==> src/bvi_pkg.sv <==
// Shared types, constants and the control store for the bounded vector block.
package bvi_pkg;

  // Storage depth and field widths
  localparam int DEPTH = 32;
  localparam int AW    = $clog2(DEPTH);
  localparam int CNT_W = 6;
  localparam int VAL_W = 32;
  localparam int PC_W  = 4;

  localparam logic [CNT_W-1:0] START_CAP = CNT_W'(2);

  // Action codes
  typedef enum logic [1:0] {
    ACT_APPEND = 2'd0,
    ACT_REMOVE = 2'd1,
    ACT_INSERT = 2'd2,
    ACT_DUMP   = 2'd3
  } action_t;

  // Result status codes
  typedef enum logic [1:0] {
    ST_OK     = 2'd0,
    ST_FULL   = 2'd1,
    ST_EMPTY  = 2'd2,
    ST_BADPOS = 2'd3
  } status_t;

  // Datapath micro-operations
  typedef enum logic [3:0] {
    OP_NOP,
    OP_FETCH,
    OP_APPEND,
    OP_REMOVE,
    OP_INS_CHK,
    OP_SH_RD,
    OP_SH_WR,
    OP_INS_WR,
    OP_DUMP_INIT,
    OP_RD_IDX,
    OP_EMIT_ELEM,
    OP_EMIT_STAT
  } op_t;

  // Hold conditions
  typedef enum logic [1:0] {
    STALL_NONE,
    STALL_IN,
    STALL_OUT
  } stall_t;

  // Branch conditions
  typedef enum logic [2:0] {
    C_TRUE,
    C_INS_ERR,
    C_IDX_EQ_POS,
    C_CNT_ZERO,
    C_MORE
  } cond_t;

  // One control word
  typedef struct packed {
    op_t             op;
    stall_t          stall;
    cond_t           cond;
    logic            dispatch;
    logic [PC_W-1:0] tgt_t;
    logic [PC_W-1:0] tgt_f;
  } ctl_word_t;

  // Flags from datapath to sequencer
  typedef struct packed {
    logic in_valid;
    logic out_free;
    logic ins_err;
    logic idx_eq_pos;
    logic cnt_zero;
    logic more;
  } cond_flags_t;

  // Program step addresses
  localparam logic [PC_W-1:0] STEP_FETCH   = PC_W'(0);
  localparam logic [PC_W-1:0] STEP_APPEND  = PC_W'(1);
  localparam logic [PC_W-1:0] STEP_REMOVE  = PC_W'(2);
  localparam logic [PC_W-1:0] STEP_INS_CHK = PC_W'(3);
  localparam logic [PC_W-1:0] STEP_SH_TST  = PC_W'(4);
  localparam logic [PC_W-1:0] STEP_SH_WR   = PC_W'(5);
  localparam logic [PC_W-1:0] STEP_INS_WR  = PC_W'(6);
  localparam logic [PC_W-1:0] STEP_DMP_CHK = PC_W'(7);
  localparam logic [PC_W-1:0] STEP_DMP_RD  = PC_W'(8);
  localparam logic [PC_W-1:0] STEP_DMP_EM  = PC_W'(9);
  localparam logic [PC_W-1:0] STEP_STAT    = PC_W'(10);

  // Entry step for each action
  function automatic logic [PC_W-1:0] dispatch_target(input action_t act);
    logic [PC_W-1:0] t;
    unique case (act)
      ACT_APPEND: t = STEP_APPEND;
      ACT_REMOVE: t = STEP_REMOVE;
      ACT_INSERT: t = STEP_INS_CHK;
      default:    t = STEP_DMP_CHK;
    endcase
    return t;
  endfunction

  // Control store
  function automatic ctl_word_t rom_word(input logic [PC_W-1:0] pc);
    ctl_word_t w;
    unique case (pc)
      STEP_FETCH:   w = '{OP_FETCH,     STALL_IN,   C_TRUE,       1'b1, STEP_FETCH,  STEP_FETCH};
      STEP_APPEND:  w = '{OP_APPEND,    STALL_NONE, C_TRUE,       1'b0, STEP_STAT,   STEP_STAT};
      STEP_REMOVE:  w = '{OP_REMOVE,    STALL_NONE, C_TRUE,       1'b0, STEP_STAT,   STEP_STAT};
      STEP_INS_CHK: w = '{OP_INS_CHK,   STALL_NONE, C_INS_ERR,    1'b0, STEP_STAT,   STEP_SH_TST};
      STEP_SH_TST:  w = '{OP_SH_RD,     STALL_NONE, C_IDX_EQ_POS, 1'b0, STEP_INS_WR, STEP_SH_WR};
      STEP_SH_WR:   w = '{OP_SH_WR,     STALL_NONE, C_TRUE,       1'b0, STEP_SH_TST, STEP_SH_TST};
      STEP_INS_WR:  w = '{OP_INS_WR,    STALL_NONE, C_TRUE,       1'b0, STEP_STAT,   STEP_STAT};
      STEP_DMP_CHK: w = '{OP_DUMP_INIT, STALL_NONE, C_CNT_ZERO,   1'b0, STEP_STAT,   STEP_DMP_RD};
      STEP_DMP_RD:  w = '{OP_RD_IDX,    STALL_NONE, C_TRUE,       1'b0, STEP_DMP_EM, STEP_DMP_EM};
      STEP_DMP_EM:  w = '{OP_EMIT_ELEM, STALL_OUT,  C_MORE,       1'b0, STEP_DMP_RD, STEP_FETCH};
      STEP_STAT:    w = '{OP_EMIT_STAT, STALL_OUT,  C_TRUE,       1'b0, STEP_FETCH,  STEP_FETCH};
      default:      w = '{OP_NOP,       STALL_NONE, C_TRUE,       1'b0, STEP_FETCH,  STEP_FETCH};
    endcase
    return w;
  endfunction

endpackage

==> src/bvi_seq.sv <==
// Microprogram sequencer: step counter, control store lookup and branching.
module bvi_seq (
  input  logic                   clk,
  input  logic                   rst_n,
  input  bvi_pkg::cond_flags_t   flags,
  input  bvi_pkg::action_t       act,
  output bvi_pkg::ctl_word_t     ctl,
  output logic                   go
);
  import bvi_pkg::*;

  logic [PC_W-1:0] pc_r;
  logic [PC_W-1:0] pc_nxt;
  logic            cond_val;

  assign ctl = rom_word(pc_r);

  // Hold the step while the channel it needs is not ready
  always_comb begin
    unique case (ctl.stall)
      STALL_IN:  go = flags.in_valid;
      STALL_OUT: go = flags.out_free;
      default:   go = 1'b1;
    endcase
  end

  // Branch condition select
  always_comb begin
    unique case (ctl.cond)
      C_INS_ERR:    cond_val = flags.ins_err;
      C_IDX_EQ_POS: cond_val = flags.idx_eq_pos;
      C_CNT_ZERO:   cond_val = flags.cnt_zero;
      C_MORE:       cond_val = flags.more;
      default:      cond_val = 1'b1;
    endcase
  end

  // Next step
  always_comb begin
    if (!go) begin
      pc_nxt = pc_r;
    end else if (ctl.dispatch) begin
      pc_nxt = dispatch_target(act);
    end else begin
      pc_nxt = cond_val ? ctl.tgt_t : ctl.tgt_f;
    end
  end

  always_ff @(posedge clk) begin
    if (!rst_n) begin
      pc_r <= STEP_FETCH;
    end else begin
      pc_r <= pc_nxt;
    end
  end

endmodule

==> src/bvi_dpath.sv <==
// Datapath: element memory, count and capacity registers, result register.
module bvi_dpath (
  input  logic                        clk,
  input  logic                        rst_n,
  input  bvi_pkg::ctl_word_t          ctl,
  input  logic                        go,
  input  logic                        in_valid,
  output logic                        in_ready,
  input  logic [bvi_pkg::CNT_W-1:0]   in_position,
  input  logic signed [bvi_pkg::VAL_W-1:0] in_value,
  output bvi_pkg::cond_flags_t        flags,
  output logic                        out_valid,
  input  logic                        out_ready,
  output logic signed [bvi_pkg::VAL_W-1:0] out_element,
  output logic                        out_element_valid,
  output logic [bvi_pkg::CNT_W-1:0]   out_count,
  output logic [bvi_pkg::CNT_W-1:0]   out_capacity_now,
  output logic                        out_is_empty,
  output logic [1:0]                  out_status,
  output logic                        out_last
);
  import bvi_pkg::*;

  logic [VAL_W-1:0] mem [DEPTH];
  logic [VAL_W-1:0] rd_r;

  logic [CNT_W-1:0] cnt_r;
  logic [CNT_W-1:0] cap_r;
  logic [CNT_W-1:0] idx_r;
  logic [CNT_W-1:0] pos_r;
  logic [VAL_W-1:0] val_r;
  status_t          status_r;
  logic             out_valid_r;

  logic             do_op;
  logic             at_cap;
  logic             add_full;
  logic             bad_pos;
  logic [CNT_W:0]   cap_dbl;
  logic [CNT_W-1:0] idx_dec;
  logic [CNT_W-1:0] idx_inc;
  logic [CNT_W-1:0] cnt_inc;
  logic [CNT_W-1:0] cnt_dec;
  logic             add_ok;

  assign do_op   = go;
  assign in_ready = (ctl.op == OP_FETCH);

  // Room check: full when at capacity and doubling would pass the depth, or when the count has reached the depth
  assign at_cap   = (cnt_r == cap_r);
  assign cap_dbl  = {cap_r, 1'b0};
  assign add_full = (at_cap && (cap_dbl > (CNT_W+1)'(DEPTH))) ||
                    ({1'b0, cnt_r} >= (CNT_W+1)'(DEPTH));
  assign bad_pos  = (pos_r > cnt_r);
  assign add_ok   = !add_full;
  assign idx_dec  = idx_r - CNT_W'(1);
  assign idx_inc  = idx_r + CNT_W'(1);
  assign cnt_inc  = cnt_r + CNT_W'(1);
  assign cnt_dec  = cnt_r - CNT_W'(1);

  // Flags for the sequencer
  assign flags.in_valid   = in_valid;
  assign flags.out_free   = !out_valid_r || out_ready;
  assign flags.ins_err    = bad_pos || add_full;
  assign flags.idx_eq_pos = (idx_r == pos_r);
  assign flags.cnt_zero   = (cnt_r == '0);
  assign flags.more       = (idx_inc != cnt_r);

  // Count, capacity and result-valid control state
  always_ff @(posedge clk) begin
    if (!rst_n) begin
      cnt_r       <= '0;
      cap_r       <= START_CAP;
      out_valid_r <= 1'b0;
    end else begin
      if (out_ready) begin
        out_valid_r <= 1'b0;
      end
      if (do_op) begin
        case (ctl.op)
          OP_APPEND: begin
            if (add_ok) begin
              cnt_r <= cnt_inc;
              if (at_cap) begin
                cap_r <= cap_dbl[CNT_W-1:0];
              end
            end
          end
          OP_REMOVE: begin
            if (cnt_r != '0) begin
              cnt_r <= cnt_dec;
            end
          end
          OP_INS_CHK: begin
            if (!bad_pos && add_ok && at_cap) begin
              cap_r <= cap_dbl[CNT_W-1:0];
            end
          end
          OP_INS_WR: cnt_r <= cnt_inc;
          OP_EMIT_ELEM, OP_EMIT_STAT: out_valid_r <= 1'b1;
          default: ;
        endcase
      end
    end
  end

  // Item latches, loop index and status
  always_ff @(posedge clk) begin
    if (do_op) begin
      case (ctl.op)
        OP_FETCH: begin
          pos_r    <= in_position;
          val_r    <= in_value;
          status_r <= ST_OK;
        end
        OP_APPEND: begin
          if (add_full) begin
            status_r <= ST_FULL;
          end
        end
        OP_REMOVE: begin
          if (cnt_r == '0) begin
            status_r <= ST_EMPTY;
          end
        end
        OP_INS_CHK: begin
          if (bad_pos) begin
            status_r <= ST_BADPOS;
          end else if (add_full) begin
            status_r <= ST_FULL;
          end
          idx_r <= cnt_r;
        end
        OP_SH_WR:     idx_r <= idx_dec;
        OP_DUMP_INIT: idx_r <= '0;
        OP_EMIT_ELEM: idx_r <= idx_inc;
        default: ;
      endcase
    end
  end

  // Element memory: one write port, one registered read port
  always_ff @(posedge clk) begin
    if (do_op) begin
      case (ctl.op)
        OP_APPEND: begin
          if (add_ok) begin
            mem[cnt_r[AW-1:0]] <= val_r;
          end
        end
        OP_SH_WR:  mem[idx_r[AW-1:0]] <= rd_r;
        OP_INS_WR: mem[pos_r[AW-1:0]] <= val_r;
        OP_SH_RD:  rd_r <= mem[idx_dec[AW-1:0]];
        OP_RD_IDX: rd_r <= mem[idx_r[AW-1:0]];
        default: ;
      endcase
    end
  end

  // Result register payload
  always_ff @(posedge clk) begin
    if (do_op && (ctl.op == OP_EMIT_ELEM)) begin
      out_element       <= rd_r;
      out_element_valid <= 1'b1;
      out_count         <= cnt_r;
      out_capacity_now  <= cap_r;
      out_is_empty      <= 1'b0;
      out_status        <= ST_OK;
      out_last          <= !flags.more;
    end else if (do_op && (ctl.op == OP_EMIT_STAT)) begin
      out_element       <= '0;
      out_element_valid <= 1'b0;
      out_count         <= cnt_r;
      out_capacity_now  <= cap_r;
      out_is_empty      <= (cnt_r == '0);
      out_status        <= status_r;
      out_last          <= 1'b1;
    end
  end

  assign out_valid = out_valid_r;

endmodule

==> src/bounded_vector_insert_append.sv <==
// Bounded ordered vector of signed 32-bit elements (append, remove last, insert, dump).
//
// A short microprogram drives one element memory with one write and one read
// port. Each item runs to its end before the next input is accepted. An insert
// shifts each element above the position up by one, with one memory read and
// one write per shifted element; a bad position or a full vector skips the
// shift. A dump does one read and one result per element. A result waiting at
// the output holds the program only at the steps that emit.
// Capacity starts at 2 and doubles up to 32; an add on a full vector at that
// limit reports full and changes nothing. The element memory is not cleared;
// only written entries are ever read.
module bounded_vector_insert_append (
  input  logic                             clk,
  input  logic                             rst_n,
  input  logic                             in_valid,
  output logic                             in_ready,
  input  logic [1:0]                       in_action,
  input  logic [bvi_pkg::CNT_W-1:0]        in_position,
  input  logic signed [bvi_pkg::VAL_W-1:0] in_value,
  output logic                             out_valid,
  input  logic                             out_ready,
  output logic signed [bvi_pkg::VAL_W-1:0] out_element,
  output logic                             out_element_valid,
  output logic [bvi_pkg::CNT_W-1:0]        out_count,
  output logic [bvi_pkg::CNT_W-1:0]        out_capacity_now,
  output logic                             out_is_empty,
  output logic [1:0]                       out_status,
  output logic                             out_last
);
  import bvi_pkg::*;

  ctl_word_t   ctl;
  logic        go;
  cond_flags_t flags;

  // Sequencer
  bvi_seq u_seq (
    .clk   (clk),
    .rst_n (rst_n),
    .flags (flags),
    .act   (action_t'(in_action)),
    .ctl   (ctl),
    .go    (go)
  );

  // Datapath
  bvi_dpath u_dpath (
    .clk               (clk),
    .rst_n             (rst_n),
    .ctl               (ctl),
    .go                (go),
    .in_valid          (in_valid),
    .in_ready          (in_ready),
    .in_position       (in_position),
    .in_value          (in_value),
    .flags             (flags),
    .out_valid         (out_valid),
    .out_ready         (out_ready),
    .out_element       (out_element),
    .out_element_valid (out_element_valid),
    .out_count         (out_count),
    .out_capacity_now  (out_capacity_now),
    .out_is_empty      (out_is_empty),
    .out_status        (out_status),
    .out_last          (out_last)
  );

endmodule

==> config.mk <==
export PLATFORM = sky130hd
export DESIGN_NAME = bounded_vector_insert_append
export DESIGN_NICKNAME = d
export VERILOG_FILES = /design/src/bvi_pkg.sv /design/src/bvi_seq.sv /design/src/bvi_dpath.sv /design/src/bounded_vector_insert_append.sv
export SDC_FILE = /design/constraint.sdc
export NUM_CORES = 2
export LEC_CHECK = 0
export BUFFER_PORTS_ARGS = -buffer_cell sky130_fd_sc_hd__buf_2
export CAP_MARGIN = 20
export CORE_MARGIN = 3
export CORE_UTILIZATION = 25
export DETAILED_ROUTE_END_ITERATION = 10
export PLACE_DENSITY = 0.4
export SYNTH_ARGS = -nofsm -noshare
export SYNTH_HDL_FRONTEND = slang
export SYNTH_SLANG_ARGS = --single-unit
==> constraint.sdc <==
create_clock -name clk -period 4.29 [get_ports clk]
set_input_delay 0.6435 -clock clk [delete_from_list [all_inputs] [get_ports clk]]
set_output_delay 0.6435 -clock clk [all_outputs]
set_load 0.1 [all_outputs]
==> results by group <==
Run status
  – Status: finished clean

Logic synthesis
  – Yosys cell types: 69
  – Post-Syn Area: 0.0542 mm^2
  – Syn Inst Count: 2575
  – Mean area per synthesized cell: 21.0 um^2
  – Post-synth ARST share: 0%
  – Synth warnings: 0
  – Part of the Yosys area used for sequential elements: 65.1%
  – Mapped Nets: 2637
  – Yosys reg bits: 1188
  – Main flop type after synthesis: edfxtp_1
  – Post-synth EDFFs: 1146

STA
  – Final min period: 3690 ps
  – Least-Margin Pin Slew: 1200 ps
  – WHS: 74.4 ps
  – Setup TNS Final: 0 ps
  – Period Utilization, post-route: 86.0%
  – Fin. Hold Viols: 0
  – Unrepaired setup endpoints after global routing: no
  – Maximum clock frequency: 271 MHz
  – Slew Viols, Final: 0
  – Worst Skew: 35.9 ps
  – Final setup margin: 601 ps
  – Slew HR: 20.3%
  – Setup Viol. Count Final: 0

Cells and area
  – Layout Cells excl Fill: 5771
  – Multi-input gate area: 0.0184 mm^2
  – Commonest non-fill, non-tap cell in the layout: edfxtp_1
  – Total area of sequential cells: 0.0353 mm^2
  – Share of layout cells above drive strength 1: 40.7%
  – Fin nets: 2879
  – Fin util: 30.1%
  – Post-Layout Inst Area: 0.0647 mm^2
  – P&R area growth vs syn: 19.5%
  – Fillers: 20600
  – Most frequent cells in the layout: edfxtp_1 (1146), mux4_2 (640), clkbuf_16 (144)

GRT
  – Initial antenna violation count: 11
  – Pin count of the biggest net entering global routing: 67
  – Vias in the first global route: 30700
  – Total GRT Usage: 15.9%
  – First-pass GRT wire length: 250 mm
  – GRT Residual Overflow: 0

Placed design
  – DPL Wire Length: 113 mm
  – Placed Cells incl. Taps: 5475
  – IO buf count: 93
  – Placed inst area: 0.0596 mm^2
  – Dpl ws: 534 ps
  – Placer Congestion: 0.770

Routing
  – Routed Antenna Nets: 0
  – Final WL: 177 mm
  – Initial DRC Count: 2800
  – Vias: 29200
  – Drt pass-1 iters: 8
  – Routed wire length per instance: 30.7 um
  – Vias per cell: 5.05
  – DRC: 0

Power
  – Switch share: 30.6%
  – Pwr dens: 559 mW/mm^2
  – Tot Pwr: 36.2 mW
  – Switch Pwr: 11.1 mW
  – Peak supply drop: 446 uV
  – Internal: 25.1 mW
  – Combinational fraction of design power: 24.6%
  – Flop pwr share: 42.0%
  – Clock power frac: 33.5%
  – Leak: 20.2 nW

Min path
  – HP Class: input port to flip-flop

Setup path
  – Reg2Reg Setup Slack: 600 ps
  – CP startpoint kind: flip-flop
  – Critical path type: flip-flop to flip-flop
  – Crit. End Element: flip-flop
  – Crit path DAT: 4340 ps
  – Worst-path fanout max: 11
  – Required @ worst endpoint: 4940 ps

Clocking
  – Reg clk slew, reported paths: 60 ps
  – Num CTS Buffers: 142
  – Clock sink count: 1188
  – Clk buf depth: 3
  – Skew-Pair Late Insertion Delay: 790 ps
  – CTS resizes: 0
  – H-tree depth: 4
  – CTS tree: done
  – Root Driver: clkbuf_16

Floorplanning
  – Die ar.: 0.222 mm^2
  – Die width: 471 um
  – Starting Density: 25.2%
  – Die height: 471 um
  – Core Rows: 170
  – Top Ports: 95
  – Core footprint: 0.215 mm^2

Run
  – Max Cap Violations: 0
[worst max-delay path: stages, from the launching register on]
cell and delay [ps]:
edfxtp_1 470, inv_1 130, ha_4 440, xnor2_1 150
nand2_1 80, nor4_1 570, a31o_1 330, o21ai_1 120
a31oi_4 270, inv_1 160, nor2_1 190, inv_1 60
ha_1 190, inv_1 160, o31a_1 190, o2bb2ai_2 50
[flip-flops by register name (all words and copies together) (netlist names), named ones only]
name,count
u_dpath.status_r,2
u_dpath.out_element,32
u_seq.pc_r,4
u_dpath.pos_r,6
u_dpath.out_is_empty,1
u_dpath.out_capacity_now,5
u_dpath.mem,1024
u_dpath.cap_r,5
u_dpath.out_valid,1
u_dpath.out_status,2
u_dpath.val_r,32
u_dpath.rd_r,32
u_dpath.out_element_valid,1
u_seq.ctl,17
u_dpath.out_count,6
u_dpath.out_last,1
u_dpath.cnt_r,6
u_dpath.idx_r,6
[final timing paths]
kind / from / to / cells past startpoint
setup reg to reg: u_dpath.idx_r[1]$_DFFE_PP_ / u_seq.ctl[3]$_DFF_P_ / 15
setup / recovery: u_dpath.idx_r[1]$_DFFE_PP_ / u_seq.ctl[3]$_DFF_P_ / 15
hold reg to reg: u_dpath.out_element_valid$_SDFFE_PP1P_ / u_dpath.out_element_valid$_SDFFE_PP1P_ / 1
hold / removal: in_value[27] / u_dpath.val_r[27]$_DFFE_PP_ / 1
[Yosys cell counts, drive strengths merged (6+ instances only)]
master | number | area [um^2]
a211oi | 33 | 248
a21o | 8 | 60.1
a21oi | 64 | 320
a31oi | 6 | 67.6
and2 | 32 | 200
buf | 71 | 322
clkbuf | 116 | 435
dfxtp | 42 | 841
edfxtp | 1146 | 34400
ha | 17 | 213
inv | 30 | 113
mux2 | 35 | 394
mux2i | 39 | 390
mux4 | 640 | 14400
nand2 | 40 | 155
nand3 | 11 | 60.1
nor2 | 86 | 323
nor2b | 36 | 225
nor3 | 8 | 40.0
o21ai | 17 | 85.1
or3 | 8 | 50.1
xnor2 | 12 | 113
xor2 | 21 | 184
[power groups by stage]
| stage | clock network (mW) | logic, mW | registers, mW |
|---|---|---|---|
| floorplan | 0 | 5.46 | 15.2 |
| global placement | 0 | 9.03 | 15.4 |
| detailed placement | 0 | 9.11 | 15.4 |
| CTS | 12.5 | 9.15 | 15.2 |
| global route | 12.9 | 9.58 | 15.2 |
| finish | 12.1 | 8.89 | 15.2 |
[final cells by class]
| type | count | share of cell area (%) |
|---|---|---|
| clock inverters | 92 | 1.54 |
| inverters | 31 | 0.180 |
| diodes | 1 | 0.00387 |
| well taps | 2838 | 5.49 |
| multi-input cells | 1169 | 28.4 |
| flip-flops and latches | 1188 | 54.5 |
| clock buffers | 167 | 5.70 |
| repair buffers | 285 | 4.17 |
[cells by family (layout without fill, tap and decap cells)]
logic type | Yosys count | in the layout | share of synthesized area (%)
flip-flops | 1188 | 1188 | 65.1
multiplexers | 714 | 714 | 28.1
AND/OR/NAND/NOR | 246 | 246 | 2.27
buffers and inverters | 218 | 575 | 1.61
AO/OA/AOI/OAI | 157 | 157 | 1.98
XOR/XNOR | 33 | 33 | 0.548
adder cells (fa/ha/maj) | 18 | 18 | 0.430
other | 1 | 2 | 0.00692
[metal layers]
layer / part of all wire, % / track usage [%]
met1: 42 / 20.9
met5: 0 / 0
met4: 2.5 / 4.40
met2: 50 / 26.6
met3: 5.9 / 3.15
[what timing repair did]
action                                 in CTS  in global routing
buffers inserted                            0                  0
endpoints found under the hold margin      36                  0
hold buffers                               36                  0
No activity file was read; power rests on OpenSTA's default activity.
